`src/mmrs_pkg.sv`:
```
`default_nettype none

package mmrs_pkg;

  localparam int DEF_INNER_DIM  = 16;
  localparam int DEF_OUT_COLS   = 16;
  localparam int DEF_ELEM_WIDTH = 32;

  // fixed field widths of the stream payload
  localparam int IDX_W       = 6;
  localparam int VAL_W       = 32;
  localparam int IN_TDATA_W  = 48;
  localparam int OUT_TDATA_W = 48;

  localparam int Q_DEPTH = 2;

  localparam logic KIND_B = 1'b0;
  localparam logic KIND_A = 1'b1;

  typedef struct packed {
    logic is_a;
    logic first;
    logic emit;
  } op_ctrl_t;

  typedef enum logic {
    BK_IDLE,
    BK_RUN
  } back_state_t;

endpackage

`default_nettype wire

```
`src/mmrs_front.sv`:
```
`default_nettype none

module mmrs_front #(
  parameter int INNER_DIM  = 16,
  parameter int OUT_COLS   = 16,
  parameter int ELEM_WIDTH = 32,
  parameter int BA_W       = 8
) (
  input  wire logic                           in_tvalid,
  output logic                                in_tready,
  input  wire logic [mmrs_pkg::IN_TDATA_W-1:0] in_tdata,
  input  wire logic                           in_tuser,
  input  wire logic                           q_ready,
  output logic                                q_push,
  output mmrs_pkg::op_ctrl_t                  q_ctrl,
  output logic [mmrs_pkg::IDX_W-1:0]          q_row,
  output logic [BA_W-1:0]                     q_addr,
  output logic [ELEM_WIDTH-1:0]               q_value
);
  import mmrs_pkg::*;

  localparam int IW1     = IDX_W + 1;
  localparam int AW_FULL = 2 * IDX_W + 1;
  localparam logic [IW1-1:0] K_LIM = IW1'(INNER_DIM);
  localparam logic [IW1-1:0] N_LIM = IW1'(OUT_COLS);

  logic [IDX_W-1:0]        row;
  logic [IDX_W-1:0]        col;
  logic signed [VAL_W-1:0] val_s;
  logic                    b_ok;
  logic                    a_ok;
  logic                    class_ok;
  logic [AW_FULL-1:0]      b_addr_full;
  logic [AW_FULL-1:0]      a_base_full;

  assign row   = in_tdata[IDX_W-1:0];
  assign col   = in_tdata[2*IDX_W-1:IDX_W];
  assign val_s = signed'(in_tdata[2*IDX_W+VAL_W-1:2*IDX_W]);

  assign b_ok = ({1'b0, row} < K_LIM) && ({1'b0, col} < N_LIM);
  assign a_ok = ({1'b0, col} < K_LIM);

  // row-major placement of B, and the first entry of B row k for an A element
  assign b_addr_full = AW_FULL'(row) * AW_FULL'(OUT_COLS) + AW_FULL'(col);
  assign a_base_full = AW_FULL'(col) * AW_FULL'(OUT_COLS);

  always_comb begin
    q_ctrl.is_a  = (in_tuser == KIND_A);
    q_ctrl.first = (col == '0);
    q_ctrl.emit  = ({1'b0, col} == K_LIM - IW1'(1));
    class_ok     = q_ctrl.is_a ? a_ok : b_ok;
    q_addr       = q_ctrl.is_a ? a_base_full[BA_W-1:0] : b_addr_full[BA_W-1:0];
  end

  // out-of-range requests are taken and dropped here
  assign in_tready = q_ready;
  assign q_push    = in_tvalid && q_ready && class_ok;
  assign q_row     = row;
  assign q_value   = ELEM_WIDTH'(val_s);

endmodule

`default_nettype wire

```
`config.mk`:
```
export PLATFORM = sky130hd
export DESIGN_NAME = mmrs_front
export DESIGN_NICKNAME = d
export VERILOG_FILES = /design/src/mmrs_pkg.sv /design/src/mmrs_front.sv
export SDC_FILE = /design/constraint.sdc
export NUM_CORES = 1
export LEC_CHECK = 0
export BUFFER_PORTS_ARGS = -buffer_cell sky130_fd_sc_hd__buf_4
export CAP_MARGIN = 20
export CORE_ASPECT_RATIO = 1.5
export CORE_UTILIZATION = 25
export DETAILED_ROUTE_END_ITERATION = 10
export PLACE_DENSITY = 0.91
export SYNTH_ARGS = -nofsm -noshare
export SYNTH_HDL_FRONTEND = slang
export SYNTH_SLANG_ARGS = --single-unit
```
`constraint.sdc`:
```
create_clock -name vclk -period 1.7
set_clock_uncertainty 0.05 [all_clocks]
set_input_delay 0 -clock vclk [all_inputs]
set_output_delay 0 -clock vclk [all_outputs]
set_load 0.03 [all_outputs]
```
Word level (Yosys, flattened, before mapping). Index checks and enable logic that the tools add are counted.

Reductions and logical operators: 4. $lt $le $gt $ge: 2. Add/sub/neg operators: 1. Equal/unequal tests: 1. Muxes and demuxes: 2.

Operator list (count): less-than comparator 6 x 5 -> 1 bit, second input constant (2); adder 8 x 6 -> 8 bit (1); 2-to-1 mux 8 bit (1); equality test 6 x 4 -> 1 bit, second input constant (1); logical NOT 6 bit (1); logical AND 1 bit (3); 2-to-1 mux 1 bit (1).

Logic and storage cells: 10. Input port bits: 51. Output and inout port bits: 51. Register bits after elaboration: 0.

Longest topological paths before layout.
Word-level depth: 4. Mapped depth: 5. Mapped depth without buffers: 5.

Worst setup path before layout. No wires, ideal clock.

Path type: input to output. Start point: input port in_tdata[0] (netlist name). End point: output port q_addr[6]. Buffers on the path: 0. Data required time: 1650 ps. Stages on the path: 5. Path slack: 272 ps. Data arrival time: 1378 ps. Path through: ha_1 inv_1 fa_1 xor2_1 o21ai_0.

Cells in the longest elaborated chain, start to end: 2.

RTL lines: start: declaration (RTL line mmrs_front.sv:11) `input wire logic [mmrs_pkg::IN_TDATA_W-1:0] in_tdata,`; adder 8 x 6 -> 8 bit (RTL line mmrs_front.sv:44) `assign b_addr_full = AW_FULL'(row) * AW_FULL'(OUT_COLS) + AW_FULL'(col);`; 2-to-1 mux 8 bit (RTL line mmrs_front.sv:52) `q_addr = q_ctrl.is_a ? a_base_full[BA_W-1:0] : b_addr_full[BA_W-1:0];`; end: declaration (RTL line mmrs_front.sv:17) `output logic [BA_W-1:0] q_addr,`.

No other way between the ends.

Final worst setup path.
Start point: input port in_tdata[10] (netlist name). End point: output port q_addr[6].

Same word-level chain as after synthesis.

==> summary.txt <==
Run status
  – Status: finished, final reports clean

Synthesis
  – Netlist Area Pre-Place: 507 sq um
  – Ys Warns: 0
  – Synth top area share: 59.3%
  – Syn nets: 126
  – Dominant cells by area after synthesis: buf_4 (59%), ha_1 (4.9%), inv_1 (4.4%)
  – Synth area leader: buf_4
  – Netlist cell types: 20
  – Post-Syn Area per Cell: 7.04 sq um
  – Post-synthesis sequential area ratio: 0%
  – Cell count after synthesis: 72

Worst setup path
  – CP startpoint kind: primary input
  – CP Max Fanout: 4
  – Worst Path Arrival: 1.23 ns
  – Setup crit end kind: output port
  – Worst Setup Path Type: primary input to output port
  – Req. time, crit path: 1.65 ns

Die
  – # rows: 19
  – Die ar.: 0.00221 sq mm
  – Core area: 0.00188 sq mm
  – Initial core utilization: 27.0%
  – Ports: 102
  – DIE WIDTH: 38.8 um
  – Die height: 57.1 um

Place
  – Port Buffers: 34
  – Placer Congestion: 0.489
  – Placed cell areas: 483 sq um
  – HPWL after DPL: 973 um

Finish
  – Seq_cells: 0
  – Final Util: 42.8%
  – Final instance area: 803 sq um
  – Clock buf count: 0
  – Seq. cell area: 0 sq um
  – N_diodes: 0
  – Synth-to-Final Area Change: 58.5%
  – Fillers: 176
  – Total Nets Final: 153
  – Proportion of layout cells with a drive suffix above 1: 37.1%

Timing
  – Total negative setup slack: 0 ns
  – Maximum clock rate: 784 MHz
  – Final Max Slew Viols: 0
  – Min Hold Slack: 0.176 ns
  – Final Hold Fails: 0
  – Worst-Margin Slew: 0.319 ns
  – Final Setup Violations: 0
  – Max_slew headroom: 78.7%
  – Unrepaired setup endpoints after global routing: no
  – Tmin final: 1.28 ns
  – Tcrit/Tclk final: 75.1%

Route
  – DR vias/cell: 4.58
  – 1st-iter DRT viols: 1
  – Via count: 540
  – Final ANT Viol Nets: 0
  – WL final: 1380 um
  – Drt wl/cell: 11.7 um
  – Drt first pass iters: 2
  – DR DRC count: 0

Pwr
  – LEAKAGE: 0.000395 uW
  – PD cells: 392 mW/mm^2
  – VDD IR max: 124 uV

Global route
  – GR peak layer: met2
  – Gr usage total: 10.9%
  – First-pass GRT wire length: 1810 um
  – Grt ovf: 0
  – Largest net degree at the start of global routing: 12
  – Vias in the first global route: 462
  – Initial antenna violation count: 0
  – Met3 Use GR: 1.17%
  – Grt met1 use: 7.00%
  – GR Layer Usage met2: 26.9%

Clock network
  – Resized cells post-CTS: 0

Flow run
  – Max-capacitance violation count: 0

Hold path
  – Hold Path Depth: 2
  – Worst min path class: primary input to output port
-- stage by stage --
stage	instances	power, uW	setup slack [ns]
3_5_place_dp	86	170	0.404
2_1_floorplan	72	243	0.272
3_3_place_gp	86	166	0.427
6_report	118	315	0.424
4_1_cts	118	316	0.403
5_1_grt	118	332	0.326
-- routing by layer --
layer | share of wire (%) | vias to the layer above
li1 | - | 237
met2 | 58 | 77
met5 | 0 | -
met3 | 18 | 0
met1 | 24 | 226
met4 | 0 | 0
-- path summary, 6_finish.rpt --
kind,start,to,slack [ns]
setup / recovery,in_tdata[10],q_addr[6],0.42
hold / removal,in_tdata[4],q_row[4],0.18
-- placed cells by master, fill, tap and decap left out, drive strengths merged, types with 2 or more instances in the layout --
| cell | Yosys | final |
|---|---|---|
| dlygate4sd3 | 0 | 32 |
| ha | 2 | 2 |
| nor3 | 2 | 2 |
| nor2b | 3 | 3 |
| inv | 6 | 6 |
| nand2 | 2 | 2 |
| o21ai | 2 | 2 |
| nor2 | 4 | 4 |
| buf | 41 | 34 |
-- cell families after synthesis --
logic type | Yosys count | share of synthesized area [%]
AOI/OAI and AO/OA | 4 | 4.20
muxes | 2 | 4.20
buffers and inverters | 47 | 64.7
and+or+nand+nor | 15 | 16.3
adders and majority gates | 3 | 8.89
xor gates and xnor gates | 1 | 1.73
-- cell type report --
class | instances | area, sq um | area share [%]
Inverter | 6 | 22.5 | 2.80
Multi-Input combinational cell | 25 | 179 | 22.3
Tap cell | 21 | 26.3 | 3.27
Timing Repair Buffer | 66 | 576 | 71.7
-- timing repair --
item | CTS | global route
endpoints found under the setup margin | 0 | 0
setup buffers | 0 | 0
hold buffers | 32 | 0
hold endpoints to repair | 32 | 0
-- critical path, cell delays in order --
cell and delay, ns:
buf_4 0.10, ha_1 0.17, inv_1 0.06, fa_1 0.38, xor2_1 0.15, o21ai_0 0.17
buf_4 0.19
-- Yosys cell counts, drive strengths merged --
cell,number
mux2i,1
o21ai,2
fa,1
or3,1
buf,41
nand2,2
or4,1
nor2b,3
a31oi,1
nor2,4
a21oi,1
ha,2
inv,6
nand4,1
xor2,1
mux2,1
nor3,2
nor4,1
-- where the power goes --
group          total, uW  internal (uW)  leakage, uW  switching [uW]
clock                  0              0            0               0
combinational        315            122     0.000395             193
sequential             0              0            0               0
Power figures use the tool's default switching activity.
