[config.mk]
export PLATFORM = sky130hd
export DESIGN_NAME = mmrs_queue
export DESIGN_NICKNAME = d
export VERILOG_FILES = /design/src/mmrs_pkg.sv /design/src/mmrs_queue.sv
export SDC_FILE = /design/constraint.sdc
export NUM_CORES = 1
export LEC_CHECK = 0
export ABC_AREA = 1
export BUFFER_PORTS_ARGS = -buffer_cell sky130_fd_sc_hd__buf_4
export CAP_MARGIN = 40
export CORE_MARGIN = 4
export CORE_UTILIZATION = 43
export CTS_CLUSTER_DIAMETER = 200
export DETAILED_ROUTE_END_ITERATION = 10
export PLACE_DENSITY = 0.67
export SLEW_MARGIN = 20
export SYNTH_ARGS = -nofsm -noshare
export SYNTH_HDL_FRONTEND = slang
export SYNTH_SLANG_ARGS = --single-unit
[constraint.sdc]
create_clock -name clk -period 1.75 [get_ports clk]
set_clock_uncertainty 0.2 [all_clocks]
set_input_delay 0.35 -clock clk [delete_from_list [all_inputs] [get_ports clk]]
set_output_delay 0.35 -clock clk [all_outputs]
set_load 0.02 [all_outputs]
[src/mmrs_pkg.sv]
`default_nettype none

package mmrs_pkg;

  localparam int DEF_INNER_DIM  = 16;
  localparam int DEF_OUT_COLS   = 16;
  localparam int DEF_ELEM_WIDTH = 32;

  // fixed field widths of the stream payload
  localparam int IDX_W       = 6;
  localparam int VAL_W       = 32;
  localparam int IN_TDATA_W  = 48;
  localparam int OUT_TDATA_W = 48;

  localparam int Q_DEPTH = 2;

  localparam logic KIND_B = 1'b0;
  localparam logic KIND_A = 1'b1;

  typedef struct packed {
    logic is_a;
    logic first;
    logic emit;
  } op_ctrl_t;

  typedef enum logic {
    BK_IDLE,
    BK_RUN
  } back_state_t;

endpackage

`default_nettype wire

[src/mmrs_queue.sv]
`default_nettype none

module mmrs_queue #(
  parameter int DW    = 8,
  parameter int DEPTH = 2
) (
  input  wire logic          clk,
  input  wire logic          rst_n,
  input  wire logic          push,
  input  wire logic [DW-1:0] push_data,
  output logic               push_ready,
  input  wire logic          pop,
  output logic [DW-1:0]      pop_data,
  output logic               pop_valid
);
  import mmrs_pkg::*;

  localparam int PW = (DEPTH > 1) ? $clog2(DEPTH) : 1;
  localparam int CW = $clog2(DEPTH + 1);

  logic [DW-1:0] slots [DEPTH];
  logic [PW-1:0] wr_ptr_r, wr_ptr_nxt;
  logic [PW-1:0] rd_ptr_r, rd_ptr_nxt;
  logic [CW-1:0] count_r, count_nxt;
  logic          do_push;
  logic          do_pop;

  assign push_ready = (count_r != CW'(DEPTH));
  assign pop_valid  = (count_r != '0);
  assign pop_data   = slots[rd_ptr_r];
  assign do_push    = push && push_ready;
  assign do_pop     = pop && pop_valid;

  always_comb begin
    wr_ptr_nxt = wr_ptr_r;
    rd_ptr_nxt = rd_ptr_r;
    count_nxt  = count_r;
    if (do_push) begin
      wr_ptr_nxt = (wr_ptr_r == PW'(DEPTH - 1)) ? '0 : wr_ptr_r + PW'(1);
    end
    if (do_pop) begin
      rd_ptr_nxt = (rd_ptr_r == PW'(DEPTH - 1)) ? '0 : rd_ptr_r + PW'(1);
    end
    if (do_push && !do_pop) begin
      count_nxt = count_r + CW'(1);
    end else if (do_pop && !do_push) begin
      count_nxt = count_r - CW'(1);
    end
  end

  always_ff @(posedge clk) begin
    if (!rst_n) begin
      wr_ptr_r <= '0;
      rd_ptr_r <= '0;
      count_r  <= '0;
    end else begin
      wr_ptr_r <= wr_ptr_nxt;
      rd_ptr_r <= rd_ptr_nxt;
      count_r  <= count_nxt;
    end
  end

  always_ff @(posedge clk) begin
    if (do_push) begin
      slots[wr_ptr_r] <= push_data;
    end
  end

endmodule

`default_nettype wire

* Word-level counts from Yosys, hierarchy flattened
Memory sizes are Yosys's and may differ from the RTL's. A register that Yosys moved wholly into a read port is not among the register bits. Cells that the tools add are included.
Operators by class: add/subtract/negate cells 4, equal/unequal tests 1, multiplexer cells 8, reductions and logical operators 8
Operators with widths (count):
- 1-bit 2-to-1 mux | 6
- 1-bit logical AND | 4
- 2-bit 2-to-1 mux | 2
- 2-bit nonzero test | 2
- 1-bit adder (second input constant) | 2
- 2-bit by 1-bit adder with 2-bit output (second input constant) | 1
- 1-bit logical NOT | 2
- 2-bit != test (second input constant) | 1
- 2-bit by 1-bit subtractor with 2-bit output (second input constant) | 1
Word-level totals: register bits after elaboration 4, bits in writable memories 16, input port bits 12, output and inout port bits 10, word-level logic and storage cells 25, memories kept 1
Memories:
- slots | depth 2, width 8, rd ports 1, clocked after memory_dff 1, wr ports 1, RTL line mmrs_queue.sv:21 | logic [DW-1:0] slots [DEPTH];

* Logic depth before layout (Yosys ltp)
Gate-level depths: netlist (run 1).
depth in word-level cells 6, mapped depth 11, depth with buffers taken out 11

* Worst setup path before layout (run 1)
OpenSTA, ideal clock, no wires.
kind reg-to-reg, from register count_r[0], to memory slots[1][0], enable pin, setup time 0.370 ns, data arrival time 0.977 ns, required time 1.180 ns, slack 0.203 ns, stages on the path, launching flop included 5, path buffers 0, period minus slack after synthesis 1.547 ns, cells stage by stage dfxtp_1 -> inv_2 -> nand2_4 -> nand2_4 -> nor2_1
Between the ends: cells in the longest elaborated chain, start to end 4
RTL lines:
- start: declaration | RTL line mmrs_queue.sv:24 | logic [CW-1:0] count_r, count_nxt;
- start signal: assignment | RTL line mmrs_queue.sv:59 | count_r <= count_nxt;
- 2-bit != test | RTL line mmrs_queue.sv:28 | assign push_ready = (count_r != CW'(DEPTH));
- via push_ready | RTL line mmrs_queue.sv:11 | output logic push_ready,
- 1-bit logical AND | RTL line mmrs_queue.sv:31 | assign do_push = push && push_ready;
- 1-bit 2-to-1 mux | RTL line mmrs_queue.sv:64 | if (do_push) begin
- 1-bit 2-to-1 mux (not written as such) | RTL line mmrs_queue.sv:65 | slots[wr_ptr_r] <= push_data;
- end: declaration | RTL line mmrs_queue.sv:21
The timed path passes the listed nets, and every way through them passes these cells.

==> results of run 1 <==
## through the flow
step                      hold WS, ps  cell area, sq um  power, mW  setup slack (ps)
after floorplan                   249               836       1.07               203
after global placement            279              1030       1.25               133
after detailed placement          295              1030       1.27               131
after CTS                        18.4              1130       1.58             -23.0
after global routing             15.1              1200       1.68             -57.6
final                            37.2              1200       1.58             -6.06
## routing by layer
metal  global-route usage [%]  wire length, um
met1                     12.9              610
met5                        0                0
met2                     17.6              668
met3                     3.72               62
met4                     5.24               21
## power by group
group          total (mW)  switching, mW  internal (mW)
sequential          0.717         0.0771          0.640
clock               0.224          0.139         0.0851
combinational       0.635          0.310          0.324
total                1.58          0.526           1.05
## path summary, 6_finish.rpt
check / startpoint / endpoint / slack (ps) / depth (start not counted)
max: register / pop_data[1] / -6 / 2
min: push_data[6] / slots[1][6] / 40 / 1
max reg2reg: count_r[1] / count_r[1] / 200 / 8
min reg2reg: wr_ptr_r / wr_ptr_r / 320 / 2
## area by class of cell
class                           instances  area share [%]
Clock buffer                            3            1.88
Clock inverter                          1           0.418
Inverter                                8            2.62
Multi-Input combinational cell         32            20.8
Sequential cell                        21            48.8
Tap cell                               25            2.62
Timing Repair Buffer                   30            22.8
## cells in the final DEF (no fill, tap or decap), drive strengths merged
master and n:
nand3 1, buf 23, clkinv 2, nand4 1, mux2 8, nand2 9
dlygate4sd3 7, clkbuf 3, o21a 1, edfxtp 16, inv 7, a21oi 1
dfxtp 5, o21ai 2, nor2 8, ha 1
## registers in the layout, summed over array words and instances, names as in the netlist, named ones only
signal    count
count_r       2
rd_ptr_r      1
slots        16
wr_ptr_r      1
## logic make-up (layout without fill, tap and decap cells)
group           Yosys count  count (layout)  synth area share [%]
simple gates             19              19                  11.1
compound gates            4               4                  2.84
buf+inv                   9              42                  4.34
flops                    21              21                  69.5
mux                       8               8                  10.8
fa+ha+maj                 1               1                  1.50
## worst reg2reg max path, delay by kind of cell (launching register included)
kind | cells | cell delay (ps)
adders and majority gates | 1 | 270
DFF | 1 | 440
AOI/OAI and AO/OA | 1 | 170
and+or+nand+nor | 3 | 230
buffers and inverters | 3 | 180
## what timing repair did
action	4_1_cts	5_1_grt
buffers inserted	0	0
resized for setup	18	0
setup endpoints to repair	8	8
hold buffers	0	7
endpoints found under the hold margin	0	12
==> impl_metrics.csv, run 1 <==
group,metric,value,unit
timing,clock.fmax,569,MHz
worst_hold_path,min_path_type,"primary input to register",
layout,stdcell_count,120,
global_route,grt_usage,10.9,%
global_route,overflow,0,
global_route,first_global_vias,501,
yosys,synthesis.area,836,sq um
power,p_per_area,1320,nW/um^2
setup_path,path_cells,"mux2_4 -> buf_6",
routing,ant_nets,0,
yosys,yosysUniqueCellTypes,18,
global_route,grt_pass1_wl,2.05,mm
yosys,synth_edf_count,16,
yosys,synth_top_area_share,57.5,%
run,drv_cap,0,
clock_network,cts-root-buf,"clkbuf_4",
yosys,syn_area_per_cell,13.5,sq um
setup_path,crit_path_top_delay_cell,"dfxtp_4",
yosys,synth_area_leaders,"edfxtp_1, dfxtp_1, mux2_2",
run_status,violations,"setup timing",
power,vdd.ir_drop.worst,0.985,mV
layout,n_fill_cell,141,
yosys,ys_seq_area_share,69.5,%
global_route,antenna_found_initial,0,
layout,antenna_cells,0,
layout,layout-drive-gt1-share,44.2,%
die,core,1780,sq um
yosys,synth_area_leader_cell,"edfxtp_1",
setup_path,arrival,1210,ps
die,io_pins,22,
timing,worstMarginPinSlew,207,ps
layout,register_area,584,sq um
setup_path,critPathMaxStageDelay,450,ps
clock_network,clkTransAtPathRegs,110,ps
placed_design,gp_congestion,0.644,
setup_path,critPathRequiredTime,1200,ps
placed_design,io_buffers,21,
timing,setup_ws,-6.06,ps
timing,finalMaxSlewViolations,0,
routing,num_vias,540,
die,die_x,52.1,um
timing,fin_crit_sh,100,%
placed_design,dp_cells,109,
routing,wire_per_inst,11.4,um
yosys,synth-async-reset-ratio,0,%
clock_network,cts_tree,"yes",
setup_path,crit_path_end_kind,"output port",
layout,area_growth,43.1,%
yosys,yosys_most_used_dff,"edfxtp_1",
layout,multi_input_comb_area,249,sq um
setup_path,worstSetupPathType,"register to output port",
setup_path,worstPathMaxFanout,8,
run_status,status,"finished, violations left",
routing,drt-initial-drc-count,10,
clock_network,max-clock-path-buffers,2,
routing,routed_wl,1.36,mm
die,start_util,46.9,%
global_route,grt_max_degree,13,
yosys,syn_nets,75,
timing,rsz0062_at_grt,"true",
clock_network,insertion_delay,290,ps
yosys,ys_ff_latch,21,
yosys,synth_most_common_cell,"edfxtp_1",
layout,final_util,67.1,%
clock_network,clock-sinks,21,
routing,post_drt_via_cell_ratio,4.50,
setup_path,critPathTopFamily,"flip-flops",
clock_network,cts_buffers,3,
timing,finalSetupViolCount,3,
die,die_area,2710,sq um
clock_network,htree_levels,1,
timing,hold_violations,0,
yosys,netlist_instances,62,
timing,tns,-11.7,ps
setup_path,start_kind,"register",
timing,slew_headroom,86.2,%
placed_design,hpwlAfterDp,931,um
yosys,ys_top_cells_by_count,"edfxtp_1, mux2_2, nor2_1, inv_1, nand2_1",
routing,drc_errors,0,
layout,num-nets-final,109,
die,die_h,52.1,um
timing,period_minus_slack,1760,ps
die,core.rowCount,15,
routing,first_pass_iters,4,
yosys,synth_warnings,0,
setup_path,path_buf_inv,1,
power,p_leak,0.510,nW
(Power assumes the default switching activity.)
==> run 2, diff against run 1 <==
--- a/config.mk
+++ b/config.mk
@@ -12,7 +12,9 @@
 export CORE_UTILIZATION = 43
 export CTS_CLUSTER_DIAMETER = 200
 export DETAILED_ROUTE_END_ITERATION = 10
+export HOLD_SLACK_MARGIN = 0.06
 export PLACE_DENSITY = 0.67
+export RECOVER_POWER = 50
 export SLEW_MARGIN = 20
 export SYNTH_ARGS = -nofsm -noshare
 export SYNTH_HDL_FRONTEND = slang
==> impl_metrics.csv, run 2 (synthesized netlist as in run 1, its figures left out) <==
group,metric,value,unit
run_status,status,"finished, violations left",
run_status,violations,"setup timing",
clock_network,clkTransAtPathRegs,110,ps
timing,hold_violations,0,
clock_network,cts-root-buf,"clkbuf_4",
placed_design,dpl_cell_area,1030,sq um
routing,routed_wl,1.42,mm
die,die_x,52.1,um
placed_design,hpwlAfterDp,931,um
routing,drt-initial-drc-count,13,
global_route,first_global_vias,531,
layout,reg_top3,"slots x16, count_r x2",
global_route,antenna_found_initial,0,
routing,post_drt_via_cell_ratio,4.55,
timing,tns,-16.1,ps
layout,num-nets-final,110,
power,p_leak,0.513,nW
die,die_area,2710,sq um
setup_path,path_cells,"mux2_4 -> buf_6",
placed_design,place_ws,131,ps
setup_path,worstPathMaxFanout,8,
clock_network,htree_levels,1,
layout,mostFrequentLayoutCells,"edfxtp_1, clkbuf_4",
run,drv_cap,0,
timing,worstMarginPinSlew,207,ps
setup_path,worstSetupPathType,"register to output port",
timing,fin_crit_sh,100,%
die,start_util,46.9,%
setup_path,crit_path_top_delay_cell,"dfxtp_4",
setup_path,reg2reg_setup_slack,150,ps
die,core.rowCount,15,
power,vdd.ir_drop.worst,0.968,mV
clock_network,cts_tree,"yes",
layout,largest_register_ffs,16,
clock_network,insertion_delay,290,ps
routing,ant_nets,0,
routing,num_vias,551,
timing,rsz0062_at_grt,"true",
placed_design,gp_congestion,0.644,
routing,first_pass_iters,4,
setup_path,critPathRequiredTime,1200,ps
layout,layout-drive-gt1-share,42.7,%
global_route,grt_usage,12.0,%
routing,wire_per_inst,11.7,um
layout,area_growth,44.3,%
layout,finalInstanceArea,1210,sq um
timing,period_minus_slack,1760,ps
die,die_h,52.1,um
timing,slew_headroom,86.2,%
power,p_total,1.58,mW
timing,finalSetupViolCount,6,
timing,finalMaxSlewViolations,0,
routing,drc_errors,0,
clock_network,clock-sinks,21,
layout,final_common_cell,"edfxtp_1",
layout,antenna_cells,0,
layout,top_register,"slots",
global_route,overflow,0,
clock_network,cts_buffers,3,
die,core,1780,sq um
power,p_per_area,1310,nW/um^2
setup_path,critPathMaxStageDelay,460,ps
timing,clock.fmax,569,MHz
setup_path,arrival,1210,ps
worst_hold_path,min_path_type,"primary input to register",
layout,n_fill_cell,139,
setup_path,start_kind,"register",
setup_path,path_buf_inv,1,
die,io_pins,22,
global_route,grt_pass1_wl,2.21,mm
placed_design,io_buffers,21,
timing,setup_ws,-6.77,ps
global_route,grt_max_degree,13,
setup_path,critPathTopFamily,"flip-flops",
setup_path,crit_path_end_kind,"output port",
clock_network,max-clock-path-buffers,2,
-- run 2: path summary, 6_finish.rpt --
kind,start,endpoint,depth (start not counted)
max,register,pop_data[1],2
min,rst_n,count_r[1],3
max reg2reg,count_r[0],count_r[1],10
min reg2reg,wr_ptr_r,wr_ptr_r,2
-- run 2: per-stage QoR --
stage               instances  util (%)  hold slack (ps)
finish                    121      67.6              107
global route              121      67.6              104
CTS                       121      67.6             96.0
detailed placement        109      58.0              295
global placement          109      58.0              279
floorplan                  62         -              249
-- run 2: worst min-delay path, delay by kind of cell --
kind / cells / cell delay, ps
and+or+nand+nor: 2 / 120
buffers and inverters: 1 / 100
-- run 2: cell type report --
type	instances	area, sq um	area share (%)
clock buffer	3	22.5	1.87
clock inverter	1	5.00	0.415
inverter	8	31.3	2.59
multi-input combinational	32	249	20.6
sequential	21	584	48.4
tap	25	31.3	2.59
timing repair buffer	31	283	23.4
-- run 2: timing repair --
| item | in CTS | in global routing |
|---|---|---|
| buffers inserted | 0 | 0 |
| hold endpoints to repair | 16 | 0 |
| setup endpoints to repair | 8 | 8 |
| hold buffers | 8 | 0 |
| gates resized for setup | 18 | 0 |
-- run 2: power by group --
group / leakage [nW] / switching, mW / total, mW / internal (mW)
registers: 0.191 / 0.0763 / 0.716 / 0.640
clock network: 0.0177 / 0.140 / 0.225 / 0.0851
logic: 0.304 / 0.310 / 0.635 / 0.324
total: 0.513 / 0.526 / 1.58 / 1.05
-- run 2: routing by layer --
layer,vias up,routed length [um],global-route usage (%),part of all wire (%)
met5,-,0,0,0
met4,0,21,7.86,1.5
met3,2,83,4.30,5.8
met2,13,720,20.1,51
met1,253,594,12.6,42
li1,283,-,-,-
